$ cat src/hdl/tbba_pkg.sv
// Shared types, codes and constants of the tagged block bump allocator.
`default_nettype none

package tbba_pkg;

   // Fixed field widths of the request and response transfers.
   localparam int ADDR_W   = 20;
   localparam int LEN_W    = 16;
   localparam int TAG_IN_W = 8;
   localparam int CAP_W    = 17;
   localparam int REFS_W   = 16;
   localparam int STATUS_W = 3;
   localparam int CSR_IDX_W = 2;

   // Defaults for the top-level parameters.
   localparam int NUM_BLOCKS_DEF      = 16;
   localparam int MAX_BLOCK_BYTES_DEF = 65536;
   localparam int TAG_BITS_DEF        = 8;

   // Reset value of both capacity registers.
   localparam logic [CAP_W-1:0] CAP_RESET = 17'd4096;

   // Request modes.
   localparam logic MODE_ALLOC = 1'b0;
   localparam logic MODE_FREE  = 1'b1;

   // Configuration register indexes.
   typedef enum logic [CSR_IDX_W-1:0] {
      CSR_FIRST_BLOCK_BYTES = 2'd0,
      CSR_LATER_BLOCK_BYTES = 2'd1
   } csr_index_type;

   // Response status codes.
   typedef enum logic [STATUS_W-1:0] {
      ST_ALLOC    = 3'd0,
      ST_RELEASED = 3'd1,
      ST_EMPTIED  = 3'd2,
      ST_IGNORED  = 3'd3,
      ST_NO_SLOT  = 3'd4,
      ST_TOO_LONG = 3'd5
   } status_type;

   // Request payload.
   typedef struct packed {
      logic                mode;
      logic [LEN_W-1:0]    length;
      logic [TAG_IN_W-1:0] tag;
      logic [ADDR_W-1:0]   address;
   } req_type;

   // Response payload.
   typedef struct packed {
      logic [ADDR_W-1:0]   addr;
      logic [STATUS_W-1:0] status;
   } rsp_type;

endpackage

`default_nettype wire

$ cat src/hdl/tagged_block_bump_allocator.sv
// A request is taken when start is high and busy is low. The block then walks its table of open
// blocks one entry per cycle through the single read port of the block RAM, using one shared
// tag/fill compare (allocate) or address range compare (free), and finishes with one update
// state, S_UPDATE on a hit or S_DECIDE otherwise; at most NUM_BLOCKS open blocks are visited.
// The result appears on rsp_payload for exactly one cycle with rsp_valid high, in the cycle
// after the update; the receiver cannot stall it, and busy is already low in that cycle. There
// is no clearing pass after reset. Configuration writes are always accepted and must only be
// issued while idle.
`default_nettype none

module tagged_block_bump_allocator
   import tbba_pkg::*;
#(
   parameter int NUM_BLOCKS      = NUM_BLOCKS_DEF,
   parameter int MAX_BLOCK_BYTES = MAX_BLOCK_BYTES_DEF,
   parameter int TAG_BITS        = TAG_BITS_DEF
) (
   input  wire logic                 clock,
   input  wire logic                 reset,
   input  wire logic                 start,
   output logic                      busy,
   input  wire req_type              req_payload,
   output logic                      rsp_valid,
   output rsp_type                   rsp_payload,
   input  wire logic                 csr_valid,
   output logic                      csr_ready,
   input  wire logic [CSR_IDX_W-1:0] csr_index,
   input  wire logic [CAP_W-1:0]     csr_wdata
);

   localparam int IDX_W   = (NUM_BLOCKS > 1) ? $clog2(NUM_BLOCKS) : 1;
   localparam int CNT_W   = $clog2(NUM_BLOCKS + 1);
   localparam int FLAT_W  = $clog2(NUM_BLOCKS * MAX_BLOCK_BYTES) + 1;
   localparam int BASE_W  = (FLAT_W > ADDR_W + 1) ? FLAT_W : ADDR_W + 1;
   localparam int ENTRY_W = TAG_BITS + CAP_W + REFS_W;
   localparam logic [CAP_W-1:0]  MAX_CAP   = CAP_W'(MAX_BLOCK_BYTES);
   localparam logic [BASE_W-1:0] BASE_STEP = BASE_W'(MAX_BLOCK_BYTES);
   localparam logic [CNT_W-1:0]  NUM_CNT   = CNT_W'(NUM_BLOCKS);

   typedef enum logic [3:0] {
      S_IDLE   = 4'b0001,
      S_SCAN   = 4'b0010,
      S_UPDATE = 4'b0100,
      S_DECIDE = 4'b1000
   } state_type;

   state_type           state_ff, state_in;
   logic [IDX_W-1:0]    idx_ff, idx_in;
   logic [BASE_W-1:0]   base_ff, base_in;
   logic [CNT_W-1:0]    open_ff, open_in;
   req_type             req_ff, req_in;
   logic [ENTRY_W-1:0]  hit_entry_ff, hit_entry_in;
   logic [CAP_W-1:0]    new_fill_ff, new_fill_in;
   logic                rsp_valid_ff, rsp_valid_in;
   rsp_type             rsp_ff, rsp_in;
   logic [CAP_W-1:0]    first_cap_ff, later_cap_ff;

   logic                accept;
   logic                wr_en;
   logic [IDX_W-1:0]    wr_addr;
   logic [ENTRY_W-1:0]  wr_data;
   logic [ENTRY_W-1:0]  rd_data;

   logic [TAG_BITS+TAG_IN_W-1:0] tag_wide;
   logic [TAG_BITS-1:0] tag_eff;
   logic [CAP_W-1:0]    need;
   logic [TAG_BITS-1:0] ent_tag;
   logic [CAP_W-1:0]    ent_fill;
   logic [REFS_W-1:0]   ent_refs;
   logic [CAP_W:0]      fit_sum;
   logic [CAP_W-1:0]    scan_cap, new_cap;
   logic [BASE_W-1:0]   addr_ext, addr_diff;
   logic                last_entry;
   logic                scan_hit;
   logic [REFS_W-1:0]   hit_refs;
   logic [CAP_W-1:0]    hit_fill;
   logic [TAG_BITS-1:0] hit_tag;
   logic [REFS_W-1:0]   refs_dec;
   logic [BASE_W-1:0]   flat_addr;

   assign accept    = start && !busy;
   assign busy      = (state_ff != S_IDLE);
   assign csr_ready = 1'b1;
   assign rsp_valid   = rsp_valid_ff;
   assign rsp_payload = rsp_ff;

   // Configuration registers.
   always_ff @(posedge clock) begin
      if (reset) begin
         first_cap_ff <= CAP_RESET;
         later_cap_ff <= CAP_RESET;
      end else if (csr_valid && csr_ready) begin
         case (csr_index)
            CSR_FIRST_BLOCK_BYTES: first_cap_ff <= csr_wdata;
            CSR_LATER_BLOCK_BYTES: later_cap_ff <= csr_wdata;
            default: ;
         endcase
      end
   end

   // Request fields as seen by the compare unit.
   always_comb begin
      tag_wide = {{TAG_BITS{1'b0}}, req_ff.tag};
      tag_eff  = tag_wide[TAG_BITS-1:0];
      need     = {1'b0, req_ff.length} + CAP_W'(1);
   end

   // Capacities clamped to the slot size of the flat address space.
   always_comb begin
      scan_cap = (idx_ff == '0) ? first_cap_ff : later_cap_ff;
      if (scan_cap > MAX_CAP) begin
         scan_cap = MAX_CAP;
      end
      new_cap = (open_ff == '0) ? first_cap_ff : later_cap_ff;
      if (new_cap > MAX_CAP) begin
         new_cap = MAX_CAP;
      end
   end

   // Shared compare unit: one table entry per cycle.
   always_comb begin
      ent_refs  = rd_data[REFS_W-1:0];
      ent_fill  = rd_data[REFS_W+CAP_W-1:REFS_W];
      ent_tag   = rd_data[ENTRY_W-1:REFS_W+CAP_W];
      fit_sum   = {1'b0, ent_fill} + {1'b0, need};
      addr_ext  = BASE_W'(req_ff.address);
      addr_diff = addr_ext - base_ff;
      if (req_ff.mode == MODE_ALLOC) begin
         scan_hit = (ent_tag == tag_eff) && (fit_sum <= {1'b0, scan_cap});
      end else begin
         scan_hit = (addr_ext >= base_ff) && (addr_diff < BASE_W'(ent_fill));
      end
      last_entry = ((CNT_W'(idx_ff) + CNT_W'(1)) == open_ff);
   end

   // Fields of the entry that matched.
   always_comb begin
      hit_refs  = hit_entry_ff[REFS_W-1:0];
      hit_fill  = hit_entry_ff[REFS_W+CAP_W-1:REFS_W];
      hit_tag   = hit_entry_ff[ENTRY_W-1:REFS_W+CAP_W];
      refs_dec  = (hit_refs != '0) ? hit_refs - REFS_W'(1) : '0;
      flat_addr = base_ff + BASE_W'(hit_fill);
   end

   // Sequencer.
   always_comb begin
      state_in     = state_ff;
      idx_in       = idx_ff;
      base_in      = base_ff;
      open_in      = open_ff;
      req_in       = req_ff;
      hit_entry_in = hit_entry_ff;
      new_fill_in  = new_fill_ff;
      rsp_valid_in = 1'b0;
      rsp_in       = rsp_ff;
      wr_en        = 1'b0;
      wr_addr      = idx_ff;
      wr_data      = hit_entry_ff;
      case (state_ff)
         S_IDLE: begin
            if (accept) begin
               req_in   = req_payload;
               idx_in   = '0;
               base_in  = '0;
               state_in = (open_ff == '0) ? S_DECIDE : S_SCAN;
            end
         end
         S_SCAN: begin
            if (scan_hit) begin
               hit_entry_in = rd_data;
               new_fill_in  = fit_sum[CAP_W-1:0];
               state_in     = S_UPDATE;
            end else begin
               base_in = base_ff + BASE_STEP;
               if (last_entry) begin
                  state_in = S_DECIDE;
               end else begin
                  idx_in = idx_ff + IDX_W'(1);
               end
            end
         end
         S_UPDATE: begin
            wr_en        = 1'b1;
            rsp_valid_in = 1'b1;
            rsp_in.addr  = '0;
            if (req_ff.mode == MODE_ALLOC) begin
               wr_data = {hit_tag, new_fill_ff,
                          (hit_refs != '1) ? hit_refs + REFS_W'(1) : hit_refs};
               rsp_in.addr   = flat_addr[ADDR_W-1:0];
               rsp_in.status = ST_ALLOC;
            end else if (refs_dec != '0) begin
               wr_data       = {hit_tag, hit_fill, refs_dec};
               rsp_in.status = ST_RELEASED;
            end else begin
               wr_data       = {hit_tag, {CAP_W{1'b0}}, {REFS_W{1'b0}}};
               rsp_in.status = ST_EMPTIED;
            end
            state_in = S_IDLE;
         end
         S_DECIDE: begin
            rsp_valid_in = 1'b1;
            rsp_in.addr  = '0;
            wr_addr      = open_ff[IDX_W-1:0];
            wr_data      = {tag_eff, need, REFS_W'(1)};
            if (req_ff.mode == MODE_FREE) begin
               rsp_in.status = ST_IGNORED;
            end else if (open_ff >= NUM_CNT) begin
               rsp_in.status = ST_NO_SLOT;
            end else if (need > new_cap) begin
               rsp_in.status = ST_TOO_LONG;
            end else begin
               // Open the next block with the request's tag.
               wr_en         = 1'b1;
               open_in       = open_ff + CNT_W'(1);
               rsp_in.addr   = base_ff[ADDR_W-1:0];
               rsp_in.status = ST_ALLOC;
            end
            state_in = S_IDLE;
         end
         default: begin
            state_in = S_IDLE;
         end
      endcase
   end

   // Control registers.
   always_ff @(posedge clock) begin
      if (reset) begin
         state_ff     <= S_IDLE;
         open_ff      <= '0;
         rsp_valid_ff <= 1'b0;
      end else begin
         state_ff     <= state_in;
         open_ff      <= open_in;
         rsp_valid_ff <= rsp_valid_in;
      end
   end

   // Datapath registers.
   always_ff @(posedge clock) begin
      idx_ff       <= idx_in;
      base_ff      <= base_in;
      req_ff       <= req_in;
      hit_entry_ff <= hit_entry_in;
      new_fill_ff  <= new_fill_in;
      rsp_ff       <= rsp_in;
   end

   // Block table: tag, fill and reference count per slot.
   tbba_ram #(
      .WIDTH (ENTRY_W),
      .DEPTH (NUM_BLOCKS)
   ) u_table (
      .clock   (clock),
      .wr_en   (wr_en),
      .wr_addr (wr_addr),
      .wr_data (wr_data),
      .rd_addr (idx_in),
      .rd_data (rd_data)
   );

`ifndef NO_ASSERTIONS
   // Every finishing state produces exactly one response strobe.
   a_rsp_after_finish: assert property (@(posedge clock) disable iff (reset)
      (state_ff == S_UPDATE || state_ff == S_DECIDE) |=> rsp_valid)
      else $error("missing response after finishing a request");

   // A response strobe only follows a finishing state.
   a_rsp_only_after_finish: assert property (@(posedge clock) disable iff (reset)
      (rsp_valid && !$past(reset)) |->
         ($past(state_ff) == S_UPDATE || $past(state_ff) == S_DECIDE))
      else $error("response strobe without a finished request");

   // The count of open blocks never exceeds the table and only grows by one.
   a_open_bounded: assert property (@(posedge clock) disable iff (reset)
      open_ff <= NUM_CNT)
      else $error("open block count beyond table depth");

   a_open_step: assert property (@(posedge clock) disable iff (reset)
      (!$past(reset) && open_ff != $past(open_ff)) |->
         (open_ff == $past(open_ff) + CNT_W'(1) && $past(state_ff) == S_DECIDE))
      else $error("open block count changed unexpectedly");

   // An accepted request makes the block busy in the next cycle.
   a_accept_busy: assert property (@(posedge clock) disable iff (reset)
      accept |=> busy)
      else $error("request accepted but block not busy");
`endif

endmodule

`default_nettype wire

$ cat src/hdl/tbba_ram.sv
// Generic single-port-write, single-port-read RAM with registered read data.
`default_nettype none

module tbba_ram #(
   parameter int WIDTH = 8,
   parameter int DEPTH = 16
) (
   input  wire logic                                      clock,
   input  wire logic                                      wr_en,
   input  wire logic [((DEPTH > 1) ? $clog2(DEPTH) : 1)-1:0] wr_addr,
   input  wire logic [WIDTH-1:0]                          wr_data,
   input  wire logic [((DEPTH > 1) ? $clog2(DEPTH) : 1)-1:0] rd_addr,
   output logic      [WIDTH-1:0]                          rd_data
);

   logic [WIDTH-1:0] mem [DEPTH];

   // Write port and registered read port.
   always_ff @(posedge clock) begin
      if (wr_en) begin
         mem[wr_addr] <= wr_data;
      end
      rd_data <= mem[rd_addr];
   end

endmodule

`default_nettype wire

$ cat config.mk
export PLATFORM = sky130hd
export DESIGN_NAME = tagged_block_bump_allocator
export DESIGN_NICKNAME = d
export VERILOG_FILES = /design/src/hdl/tbba_pkg.sv /design/src/hdl/tagged_block_bump_allocator.sv /design/src/hdl/tbba_ram.sv
export SDC_FILE = /design/constraint.sdc
export NUM_CORES = 1
export LEC_CHECK = 0
export BUFFER_PORTS_ARGS = -buffer_cell sky130_fd_sc_hd__buf_4
export CAP_MARGIN = 25
export CORE_MARGIN = 4
export CORE_UTILIZATION = 60
export CTS_CLUSTER_DIAMETER = 40
export CTS_CLUSTER_SIZE = 14
export DETAILED_ROUTE_END_ITERATION = 8
export GPL_ROUTABILITY_DRIVEN = 0
export PLACE_DENSITY = 0.87
export SYNTH_ARGS = -nofsm -noshare
export SYNTH_HDL_FRONTEND = slang
export SYNTH_HIERARCHICAL = 1
export SYNTH_SLANG_ARGS = --single-unit
$ cat constraint.sdc
create_clock -name clock -period 10.6 [get_ports clock]
set_clock_uncertainty 0.15 [all_clocks]
set_input_delay 0.53 -clock clock [delete_from_list [all_inputs] [get_ports clock]]
set_output_delay 0.53 -clock clock [all_outputs]
set_load 0.05 [all_outputs]
==> impl_metrics.tcl <==
set metrics [dict create \
    post-synth-top-area-fraction_pct 65.32 \
    root_buffer "clkbuf_16" \
    startpoint "req_ff[30]" \
    yosysMostFrequentCell "edfxtp_1" \
    syn_area_um2 36180 \
    rows 89 \
    clk_latency_ns 0.68 \
    die_h_um 253.6 \
    grt_max_degree 166 \
    area_delta_synth_final_pct 15.84 \
    clock_path_buffers 3 \
    endpoint "u_table/rd_data[28]" \
    ys_seq_elements 876 \
    vias 22760 \
    die_area_um2 64300 \
    io_pins 94 \
    yosysTopAreaCell "edfxtp_1" \
    core_um2 59350 \
    drc 0 \
    hold_viol 0 \
    synth_edf_count 787 \
    finalCritPeriodShare_pct 74.13 \
    synth.area.top_cells "edfxtp_1, mux4_2, dfxtp_1" \
    ant_nets 0 \
    timing.critical_path.mode_cell "o21ai_0" \
    drive_gt1_share_pct 20.55 \
    grt-ovfl-total 0 \
    rr_startpoint "req_ff[30]" \
    avgViaCountPerCell 6.943 \
    setup.worst_path.start_class "flop" \
    cts.htree.levels 3 \
    powerDensity_nw_per_um2 180.5 \
    drt_iter0_drc 3964 \
    syn_inst 2239 \
    antenna_found_initial 2 \
    post-route-min-period_ns 7.857 \
    fin_nets 2569 \
    initial_core_util_pct 60.96 \
    async_flop_share_pct 0 \
    track_usage_pct 31.08 \
    power_mw 7.564 \
    grt_pass1_wl_um 147900 \
    fp.dieW_um 253.6 \
    worstPathRequired_ns 10.99 \
    cp.arrival_ns 8.24 \
    numPortBuffers 92 \
    worst_slack_ns 2.743 \
    p_leak_nw 13.94 \
    drtPass1Iterations 6 \
    rr_worst_depth 24 \
    cp_slowest_cell "buf_12" \
    finalSetupViolCount 0 \
    dp.cells 3023 \
    status "finished, final reports clean" \
    relSlewSlack_pct 24.24 \
    tns_ns 0 \
    hp-class "input port to flop" \
    irDropWorstVdd_v 0.0001194 \
    critPathMaxStageDelay_ns 0.61 \
    worstReg2RegEnd "u_table/rd_data[28]" \
    crit_chain "nand3_1 -> nor2_1 -> nand4_1 -> xnor2_1 -> ha_1 -> o21ai_0 -> a21oi_1 -> o21ai_0 -> o21bai_1 -> a21oi_1 -> xnor2_1 -> ha_1 -> nand4_1 -> nor3_1 -> o31a_1 -> o21ai_0 -> and4_1 -> a2111o_1 -> o21ai_4 -> buf_12 -> buf_12 -> mux4_2 -> a22oi_1 -> nand2_1" \
    grt_pass1_vias 23375 \
    cts-buffers-inserted 99 \
    crit_path_end_kind "flop" \
    syn_area_per_cell_um2 16.16 \
    rsz0062_at_grt "false" \
    wl_per_cell_um 30.45 \
    synth_cell_types 77 \
    ff2ff_setup_slack_ns 2.74 \
    path_class "flop to flop" \
    synthFlopType "edfxtp_1" \
    cts_tree "built" \
    fin_cells 3278 \
    cap_violations 0 \
    dp_slack_ns 3.036 \
    clock_sinks 876 \
    hpwl_um 48260 \
    seq_area_frac_synth_pct 70.24 \
    path_clk_slew_ns 0.06 \
    fmax_mhz 127.3 \
    crit_path_max_fanout 91 \
    syn-num-nets 2390 \
    drv_slew 0 \
    worstMarginPinSlew_ns 1.124 \
    synth_common_cells "edfxtp_1, nand2_1, mux4_2" \
    drt_wl_total_um 99810 \
    ys_warn_count 6 \
    post_cts_buffers 0 \
]
-- layer usage --
metal | vias up | GRT usage (%) | routed length [um]
met5 | - | 0 | 0
met4 | 0 | 16.06 | 5975
met3 | 476 | 7.266 | 11920
met2 | 2043 | 51.16 | 49010
met1 | 11107 | 39.09 | 32910
li1 | 9134 | - | -
-- stage by stage --
step	utilization, %	instance area (um2)	hold slack, ns
after floorplan	-	36180	0.2355
after global placement	63.69	37800	0.2389
after detailed placement	63.74	37830	0.2387
after CTS	70.53	41860	0.0001928
after global routing	70.61	41910	0.02908
final	70.62	41910	0.02312
-- logic make-up after synthesis --
kind of cell / count (synthesis) / synth area share, %
flip-flops: 876 / 70.24
AND/OR/NAND/NOR: 568 / 7.307
AO/OA/AOI/OAI: 314 / 5.813
multiplexers: 176 / 10.55
buffers and inverters: 174 / 2.051
adder cells (fa/ha/maj): 83 / 2.891
XOR/XNOR: 47 / 1.138
other: 1 / 0.01036
-- worst min path at each step --
| stage | from | to | slack (ns) | depth (start not counted) |
|---|---|---|---|---|
| after floorplan | u_table/rd_data[0] | hit_entry_ff[0] | 0.24 | 0 |
| after global placement | u_table/rd_data[12] | hit_entry_ff[12] | 0.24 | 0 |
| after detailed placement | u_table/rd_data[8] | hit_entry_ff[8] | 0.24 | 0 |
| after CTS | csr_wdata[1] | first_cap_ff[1] | 0.0002 | 3 |
| after global routing | csr_wdata[1] | first_cap_ff[1] | 0.03 | 3 |
| final | csr_wdata[1] | first_cap_ff[1] | 0.02 | 3 |
-- area by class of cell --
type                       count  area [um2]
timing repair buffer         200        1704
clock buffer                 110        2571
sequential                   876       25410
fill                        3294       17440
multi-input combinational   1189       10200
inverter                      52       195.2
antenna                        4       10.01
clock inverter                74       847.1
tap                          773       967.2
-- worst max-delay path, delay by kind of cell, from the launching register on --
kind	cells	cell delay, ns
and+or+nand+nor	7	1.61
buffers and inverters	2	1.06
adders and majority gates	2	0.68
AOI/OAI and AO/OA	10	2.38
DFF	1	0.41
xor gates and xnor gates	2	0.59
muxes	1	0.61
-- state kept, by name, indices dropped and copies added, names as in the netlist --
register / cells
tag_eff: 8
rsp_payload: 23
addr_ext: 20
first_cap_ff: 17
later_cap_ff: 17
new_fill_ff: 17
open_ff: 5
u_table/rd_data: 41
rsp_valid: 1
base_ff: 5
idx_ff: 4
req_ff: 17
hit_entry_ff: 41
u_table/mem: 656
state_ff: 4
-- repair_timing --
item                       in CTS  in global routing
hold endpoints to repair       72                  0
resized for setup               0                  0
setup endpoints to repair       0                  0
hold buffers                   61                  0
-- cells in the final DEF, fill, tap and decap left out, types with 12 or more instances in the layout --
master	count
nand3_1	38
mux4_2	164
buf_4	134
inv_1	50
nor2_4	14
ha_1	82
and3_1	24
a22oi_1	89
dlygate4sd3_1	61
nor2_1	60
clkinvlp_4	13
xnor2_1	37
nor3_1	22
clkbuf_16	101
nand2_1	295
edfxtp_1	787
nor4_1	17
a21oi_1	80
a21o_1	42
nor2b_1	12
inv_6	14
o21ai_0	37
dfxtp_1	89
nand4_1	16
-- where the power goes --
group	internal, mW	leakage (nW)	total, mW	switching (mW)
Clock	2.04	1.63	3.54	1.51
Sequential	3.75	7.85	3.77	0.0213
Combinational	0.103	4.47	0.250	0.146
Total	5.89	13.9	7.56	1.67
Power figures use the tool's default switching activity.
